===== config.mk =====
export PLATFORM = sky130hd
export DESIGN_NAME = wpso_div
export DESIGN_NICKNAME = d
export VERILOG_FILES = /design/src/design/assert_macros.svh /design/src/design/wpso_pkg.sv /design/src/design/wpso_div.sv
export SDC_FILE = /design/constraint.sdc
export NUM_CORES = 1
export LEC_CHECK = 0
export BUFFER_PORTS_ARGS = -buffer_cell sky130_fd_sc_hd__buf_2
export CAP_MARGIN = 30
export CORE_MARGIN = 4
export CORE_UTILIZATION = 30
export CTS_CLUSTER_DIAMETER = 60
export DETAILED_ROUTE_END_ITERATION = 7
export SYNTH_ARGS = -nofsm -noshare
export SYNTH_HDL_FRONTEND = slang
export SYNTH_SLANG_ARGS = --single-unit

===== constraint.sdc =====
create_clock -name clock -period 3.9 [get_ports clock]
set_input_delay 0.78 -clock clock [delete_from_list [all_inputs] [get_ports clock]]
set_output_delay 0.78 -clock clock [all_outputs]
set_load 0.01 [all_outputs]

===== src/design/assert_macros.svh =====
// Assertion macros shared by the design files.
`ifndef ASSERT_MACROS_SVH
`define ASSERT_MACROS_SVH

// Checks that a property holds at every clock edge outside reset.
`define ASSERT_ALWAYS(label, clk, rst, prop, msg) \
   label: assert property (@(posedge clk) disable iff (rst) (prop)) else $error(msg);

// Checks that a condition at one edge implies another at the next edge.
`define ASSERT_NEXT(label, clk, rst, pre, post, msg) \
   label: assert property (@(posedge clk) disable iff (rst) (pre) |=> (post)) else $error(msg);

`endif


===== src/design/wpso_pkg.sv =====
// Shared types and constants of the wavetable oscillator.
package wpso_pkg;

   localparam int DEF_TABLE_DEPTH     = 1024;
   localparam int DEF_SAMPLE_BITS     = 16;
   localparam int DEF_PHASE_FRAC_BITS = 16;

   localparam int CSR_ADDR_W = 5;
   localparam int INC_W      = 32;
   localparam int OUT_W      = 24;
   localparam int OUT_MAX    = 8388607;
   localparam int OUT_MIN    = -8388608;

   localparam logic [1:0] OP_SAMPLE    = 2'd0;
   localparam logic [1:0] OP_LOAD_MAIN = 2'd1;
   localparam logic [1:0] OP_LOAD_RAMP = 2'd2;

   localparam logic [25:0] RST_PULSE_WIDTH = 26'd33554432;
   localparam logic [25:0] RST_WIDTH_MIN   = 26'd3355443;
   localparam logic [25:0] RST_WIDTH_MAX   = 26'd63753420;
   localparam logic [15:0] RST_OUT_GAIN    = 16'd16384;
   localparam logic [19:0] RST_PITCH_SCALE = 20'd4096;

   typedef enum logic [2:0] {
      CSR_PULSE_WIDTH   = 3'd0,
      CSR_WIDTH_MIN     = 3'd1,
      CSR_WIDTH_MAX     = 3'd2,
      CSR_OUT_GAIN      = 3'd3,
      CSR_PITCH_SCALE   = 3'd4,
      CSR_SQUARE_ENABLE = 3'd5,
      CSR_SYNC_ENABLE   = 3'd6
   } csr_index_type;

   typedef enum logic [3:0] {
      ST_IDLE, ST_PREP, ST_RD0, ST_RD1, ST_RD2, ST_RD3, ST_RD4, ST_SUM,
      ST_DIV, ST_SPH, ST_XF1, ST_XF2, ST_XF3, ST_GAIN, ST_OUT
   } state_type;

   typedef struct packed {
      logic main_we;
      logic ramp_we;
   } tbl_we_type;

endpackage


===== src/design/wpso_div.sv =====
// Restoring divider for the sync crossing fraction, one quotient bit a cycle.
module wpso_div #(
   parameter int NUM_W = 32,
   parameter int DEN_W = 17
) (
   input  logic             clock,
   input  logic             reset,
   input  logic             start,
   input  logic [NUM_W-1:0] num,
   input  logic [DEN_W-1:0] den,
   output logic             busy,
   output logic [NUM_W-1:0] quot
);
   import wpso_pkg::*;

   localparam int CNT_W = $clog2(NUM_W + 1);

   logic [CNT_W-1:0] cnt_ff;
   logic [NUM_W-1:0] q_ff;
   logic [DEN_W-1:0] rem_ff;
   logic [DEN_W-1:0] den_ff;
   logic [DEN_W:0]   shifted;
   logic [DEN_W:0]   diff;

   assign shifted = {rem_ff, q_ff[NUM_W-1]};
   assign diff    = shifted - {1'b0, den_ff};
   assign busy    = (cnt_ff != '0);
   assign quot    = q_ff;

   always_ff @(posedge clock) begin
      if (reset) begin
         cnt_ff <= '0;
      end else if (start) begin
         cnt_ff <= CNT_W'(NUM_W);
      end else if (busy) begin
         cnt_ff <= cnt_ff - 1'b1;
      end
   end

   always_ff @(posedge clock) begin
      if (start) begin
         q_ff   <= num;
         rem_ff <= '0;
         den_ff <= den;
      end else if (busy) begin
         if (!diff[DEN_W]) begin
            rem_ff <= diff[DEN_W-1:0];
            q_ff   <= {q_ff[NUM_W-2:0], 1'b1};
         end else begin
            rem_ff <= shifted[DEN_W-1:0];
            q_ff   <= {q_ff[NUM_W-2:0], 1'b0};
         end
      end
   end

endmodule


==> results of run 1 <==
==> cell usage after synthesis, drive strengths merged, types with 9 or more instances <==
library cell	instances	area, um^2
xnor2	12	105
dfxtp	23	460
inv	27	101
nand2	17	63.8
nand3	14	75.1
nor2	31	116
a21oi	22	133
ha	18	225
edfxtp	49	1470
o21ai	27	154
mux2	31	349
a311oi	9	135
==> placed cells by master, fill, tap and decap left out, drive strengths merged, types with 9 or more instances in the layout <==
master / n
a311oi: 9
edfxtp: 49
ha: 18
buf: 89
o21ai: 27
nand2: 17
mux2: 31
dfxtp: 23
a21oi: 22
clkbuf: 9
xnor2: 12
nor2: 31
nand3: 14
inv: 29
==> registers in the layout, summed over array words and instances (netlist names) <==
| register | flops |
|---|---|
| cnt_ff | 6 |
| quot | 32 |
| rem_ff | 17 |
| den_ff | 17 |
==> power groups by stage <==
stage | combinational, mW | clock, mW | sequential, mW
global placement | 1.48 | 0 | 1.19
finish | 1.48 | 0.843 | 1.18
global route | 1.66 | 0.894 | 1.21
floorplan | 1.08 | 0 | 1.21
CTS | 1.49 | 0.865 | 1.19
detailed placement | 1.48 | 0 | 1.20
==> how the worst min path moves through the flow <==
stage	start	end	slack (ns)	depth (start not counted)
floorplan	rem_ff[1]$_SDFFE_PP0P_	rem_ff[1]$_SDFFE_PP0P_	0.45	2
global placement	rem_ff[1]$_SDFFE_PP0P_	rem_ff[1]$_SDFFE_PP0P_	0.48	2
detailed placement	rem_ff[1]$_SDFFE_PP0P_	rem_ff[1]$_SDFFE_PP0P_	0.48	2
CTS	rem_ff[1]$_SDFFE_PP0P_	rem_ff[1]$_SDFFE_PP0P_	0.50	2
global route	rem_ff[1]$_SDFFE_PP0P_	rem_ff[1]$_SDFFE_PP0P_	0.52	2
finish	rem_ff[1]$_SDFFE_PP0P_	rem_ff[1]$_SDFFE_PP0P_	0.51	2
==> critical path, delay by kind of cell, from the launching register on <==
kind                       cells  cell delay, ns
buffers and inverters          1            0.07
AOI/OAI and AO/OA              4            0.99
adders and majority gates      1            0.21
and+or+nand+nor                3            0.81
DFF                            1            0.41
==> metrics by stage <==
step	utilization [%]	setup slack (ns)	cell area (um^2)	total power, mW
finish	38.2	1.31	4900	3.51
global route	38.2	1.06	4900	3.76
CTS	38.2	1.29	4900	3.54
detailed placement	35.8	1.31	4600	2.68
global placement	35.8	1.36	4600	2.67
floorplan	-	1.55	3980	2.28
==> routing by layer <==
metal | part of all wire, % | GRT usage [%]
met4 | 2.4 | 5.47
met2 | 51 | 20.4
met3 | 3.8 | 3.16
met1 | 43 | 15.2
met5 | 0 | 0
==> final cells by class <==
| class | instances | area [um^2] | share of cell area [%] |
|---|---|---|---|
| Sequential cell | 72 | 1930 | 39.4 |
| Multi-Input combinational cell | 250 | 1880 | 38.3 |
| Timing Repair Buffer | 89 | 470 | 9.60 |
| Clock buffer | 9 | 225 | 4.60 |
| Tap cell | 172 | 215 | 4.39 |
| Inverter | 27 | 101 | 2.07 |
| Clock inverter | 7 | 77.6 | 1.58 |
==> cell families after synthesis <==
family	after synthesis	share of synthesized area, %
muxes	32	9.01
AOI/OAI and AO/OA	91	17.4
buffers and inverters	41	4.37
xor gates and xnor gates	14	3.08
and+or+nand+nor	94	11.5
adders and majority gates	19	6.16
DFF	72	48.5
==> out/results.ini, run 1 <==
[floorplan]
die_area_um2 = 15200
initial_core_util_pct = 31.1
rows = 41
fp.coreArea_um2 = 12800
die_x_um = 123
io_pins = 85
die_h_um = 123

[timing]
hold_ws_ns = 0.509
skew_ns = 0.00646
worst_pin_slew_ns = 0.886
rsz0062_at_grt = no
fin_setup_tns_ns = 0
post-route-min-period_ns = 2.59
relSlewSlack_pct = 40.9
hold_viol = 0
setup_violations = 0
finalCritPeriodShare_pct = 66.4
slew_viol_final = 0
fmax_mhz = 386

[synth]
synth_edf_count = 49
ys_async_sr_fraction_pct = 0
ys_ff_latch = 72
synth-main-ff-cell = edfxtp_1
synth_area_um2 = 3980
ys.warnings.count = 0
ys_types = 54
ys_seq_area_share_pct = 48.5
syn_avg_cell_area_um2 = 11.0
syn-num-nets = 434
syn_inst = 363

[finish]
final_layout_size_suffix_gt1_share_pct = 34.1
n_antenna_cell = 0
final_cells = 626
nets = 520
area_growth_pct = 23.0
fillers = 1278

[placement]
place_inst = 610
gp_congestion = 0.815
hpwlAfterDp_um = 6730
port_buffers = 84

[critical_path]
cpMaxStageDelayCell = edfxtp_1
startpoint = den_ff[1]$_DFFE_PP_
worstPathCellList = inv_1 > ha_1 > nor2b_1 > o2111ai_1 > a21oi_2 > o21ai_2 > nand3_2 > and3_1 > o32ai_1
worstSetupStartpointType = flop
worstPathArrival_ns = 2.84
endpoint = rem_ff[1]$_SDFFE_PP0P_
rr_endpoint = rem_ff[1]$_SDFFE_PP0P_
required_ns = 4.15
r2r_slack_ns = 1.31
slowest_delay_ns = 0.41
rr_worst_depth = 9
critical_path_class = reg -> reg
endpoint_kind = flop
worst-path-max-fanout = 17
worstReg2RegStart = den_ff[1]$_DFFE_PP_

[clock_network]
post-cts-setup-buffer-count = 0
path_clk_slew_ns = 0.06
clock_latency_ns = 0.34
clock_tree.root_cell = clkbuf_16
cts_tree = done
htreeDepth = 3
cts_buffers = 9
cts_sinks = 72
cts_resized = 0
clockBufferDepth = 2
ctsHoldBuffers = 0

[pwr]
power_density_nw_per_um2 = 716
ir_drop_v = 0.000215
p_clk_share_pct = 24.0
p_sw_share_pct = 38.2
combPwrFrac_pct = 42.3
p_sw_mw = 1.34
p_leak_nw = 2.01
seqPwrFrac_pct = 33.7
intPower_mw = 2.17

[grt]
grt_pass1_vias = 2997
grtUsageTotal_pct = 12.4
grt_max_degree = 70
grt_pass1_wl_um = 14600
antenna_found_initial = 0
grt-ovfl-total = 0

[route]
ant_nets = 0
totalWireLength_um = 9210
drt_iter0_drc = 193
num_vias = 3022
viasPerCell = 4.83
drtPass1Iterations = 4
drcViolationCount = 0
wl_per_cell_um = 14.7

[min_path]
hold_path_class = reg -> reg

[status]
status = finished, final reports clean

[flow_run]
cap_violations = 0

(Power assumes the default switching activity.)
==> run 2: changes to the inputs <==
--- a/config.mk
+++ b/config.mk
@@ -5,6 +5,7 @@
 export SDC_FILE = /design/constraint.sdc
 export NUM_CORES = 1
 export LEC_CHECK = 0
+export ABC_AREA = 1
 export BUFFER_PORTS_ARGS = -buffer_cell sky130_fd_sc_hd__buf_2
 export CAP_MARGIN = 30
 export CORE_MARGIN = 4
==> constraint.sdc (replaced) <==
create_clock -name clock -period 2.6 [get_ports clock]
set_input_delay 0.52 -clock clock [delete_from_list [all_inputs] [get_ports clock]]
set_output_delay 0.52 -clock clock [all_outputs]
set_load 0.01 [all_outputs]
==> run 2 against run 1 <==
Net effect: worst setup slack worse by 0.86 ns; critical endpoint is now busy; sequential power is 53% higher; synthesized cell count is 62% higher; sequential share of layout area is 3.2 points lower; clock skew is 0.0016 ns higher; critical path depth is 3 lower; via count is 24% higher; non-clock buffer count stayed put; cell area is 8.7% higher; clock power is 39% higher; die area is 11% higher.
==> out/results.ini, run 2 <==
[pwr]
combPwrFrac_pct = 49.6
p_clk_share_pct = 19.9
seqPwrFrac_pct = 30.5
ir_drop_v = 0.000394
p_sw_share_pct = 44.0
intPower_mw = 3.29
p_sw_mw = 2.59
power_density_nw_per_um2 = 1100
p_leak_nw = 2.89

[floorplan]
io_pins = 85
die_area_um2 = 16800
die_x_um = 130
die_h_um = 130
fp.coreArea_um2 = 14500
rows = 44
initial_core_util_pct = 30.6

[timing]
worst_pin_slew_ns = 0.436
fmax_mhz = 465
rsz0062_at_grt = no
hold_viol = 0
relSlewSlack_pct = 70.9
setup_slack_ns = 0.448
skew_ns = 0.00802
post-route-min-period_ns = 2.15
slew_viol_final = 0
fin_setup_tns_ns = 0
finalCritPeriodShare_pct = 82.8
setup_violations = 0

[critical_path]
worstSetupStartpointType = flop
worstReg2RegStart = den_ff[12]$_DFFE_PP_
worstPathArrival_ns = 1.63
critical_path_class = reg -> out
slowest_delay_ns = 0.32
startpoint = cnt_ff[0]$_SDFFE_PP0P_
endpoint = busy
worstPathCellList = inv_1 > ha_1 > nand2_1 > nor2_1 > nand2_1 > buf_2
cp_common_cell = nand2_1
endpoint_kind = output pin
worst-path-max-fanout = 9
rr_endpoint = rem_ff[9]$_SDFFE_PP0P_
cpMaxStageDelayCell = dfxtp_1
r2r_slack_ns = 0.45
rr_worst_depth = 14
required_ns = 2.08

[synth]
yosys.area_share.simple_pct = 36.9
syn_inst = 588
syn_avg_cell_area_um2 = 7.57
ys.warnings.count = 0
synth-main-ff-cell = edfxtp_1
ys_seq_area_share_pct = 43.4
ys_types = 32
synth.largest_area_cell = edfxtp_1
ys_ff_latch = 72
synth-xor-area-share_pct = 1.57
ys_async_sr_fraction_pct = 0
synth_compound_area_share_pct = 2.16
synthMuxAreaShare_pct = 0
synthTopCellsByCount = 221 x nand2_1, 89 x inv_1, 49 x edfxtp_1, 48 x nor2_1, 47 x nand3_1
post-synth-top-area-fraction_pct = 33.1
synth_edf_count = 49
syn-num-nets = 659
synthAdderAreaFrac_pct = 5.51
synth_area_um2 = 4450
ys_top_cells_by_area = edfxtp_1 33%, nand2_1 19%, dfxtp_1 10%, inv_1 7.5%, nand3_1 5.3%
synth_top_family_by_area = simple AND/OR/NAND/NOR gates
post-synth-top-count-cell = nand2_1

[clock_network]
clock_tree.root_cell = clkbuf_16
cts_tree = done
path_clk_slew_ns = 0.06
cts_resized = 0
post-cts-setup-buffer-count = 0
clock_latency_ns = 0.34
cts_buffers = 9
cts_sinks = 72
ctsHoldBuffers = 0
clockBufferDepth = 2
htreeDepth = 3

[placement]
place_ws_ns = 0.464
hpwlAfterDp_um = 7580
gp_congestion = 0.847
port_buffers = 84

[grt]
antenna_found_initial = 0
grt_pass1_wl_um = 17800
grt_max_degree = 67
grtUsageTotal_pct = 13.3
grt-ovfl-total = 0
grt_pass1_vias = 3762

[min_path]
hold_path_class = in -> reg

[finish]
nets = 743
final_common_cell = nand2_1
final_layout_size_suffix_gt1_share_pct = 21.7
final_cell_mix = 221 x nand2_1, 89 x inv_1, 84 x buf_2
n_antenna_cell = 0
area_growth_pct = 19.7
largest_reg_flops = 32
fillers = 1601

[route]
drtPass1Iterations = 4
drt_iter0_drc = 250
drcViolationCount = 0
viasPerCell = 4.37
ant_nets = 0
wl_per_cell_um = 12.2
totalWireLength_um = 10500
num_vias = 3761

[flow_run]
cap_violations = 0

[status]
status = finished, final reports clean

[run 2: worst max-delay path, delay by kind of cell (launching register included)]
family                     cells  cell delay (ns)
DFF                            1             0.32
and+or+nand+nor                3             0.48
buffers and inverters          2             0.31
adders and majority gates      1             0.18
[run 2: metal layers]
metal | share of wire [%] | up-vias | track usage (%)
li1 | - | 1996 | -
met1 | 46 | 1658 | 17.0
met2 | 45 | 91 | 21.5
met3 | 6.4 | 16 | 3.85
met4 | 2.0 | 0 | 4.65
met5 | 0 | - | 0
[run 2: power by group through the flow]
| stage | logic, mW | registers (mW) | clock network (mW) |
|---|---|---|---|
| 3_3_place_gp | 2.92 | 1.82 | 0 |
| 4_1_cts | 2.95 | 1.80 | 1.21 |
| 6_report | 2.92 | 1.80 | 1.17 |
| 5_1_grt | 3.36 | 1.84 | 1.25 |
| 2_1_floorplan | 2.26 | 1.84 | 0 |
| 3_5_place_dp | 2.93 | 1.81 | 0 |
[run 2: stage by stage]
stage / hold WS (ns) / instances / util, % / power (mW) / cell area, um^2
finish: 0.351 / 861 / 36.7 / 5.88 / 5330
global route: 0.343 / 861 / 36.7 / 6.45 / 5330
CTS: 0.336 / 861 / 36.7 / 5.95 / 5330
detailed placement: 0.442 / 845 / 34.8 / 4.75 / 5050
global placement: 0.433 / 845 / 34.8 / 4.74 / 5050
floorplan: 0.422 / 588 / - / 4.10 / 4450
[run 2: worst min-delay path by stage]
stage / start / endpoint / cells after the start
6_report: den[1] / den_ff[1]$_DFFE_PP_ / 1
3_3_place_gp: cnt_ff[0]$_SDFFE_PP0P_ / cnt_ff[0]$_SDFFE_PP0P_ / 1
2_1_floorplan: cnt_ff[0]$_SDFFE_PP0P_ / cnt_ff[0]$_SDFFE_PP0P_ / 1
3_5_place_dp: cnt_ff[0]$_SDFFE_PP0P_ / cnt_ff[0]$_SDFFE_PP0P_ / 1
4_1_cts: den[1] / den_ff[1]$_DFFE_PP_ / 1
5_1_grt: den[15] / den_ff[15]$_DFFE_PP_ / 1
[run 2: area by class of cell]
type	instances	area (um^2)	area share [%]
timing repair buffer	89	470	8.83
inverter	97	364	6.83
clock inverter	7	51.3	0.963
clock buffer	9	225	4.23
sequential	72	1930	36.3
multi-input combinational	403	2050	38.6
tap	184	230	4.32
[run 2: cell families (layout without fill, tap and decap cells)]
family | Yosys count | count (layout)
buf+inv | 113 | 202
xor+xnor | 8 | 8
compound gates | 18 | 18
simple gates | 358 | 358
flops | 72 | 72
fa+ha+maj | 19 | 19
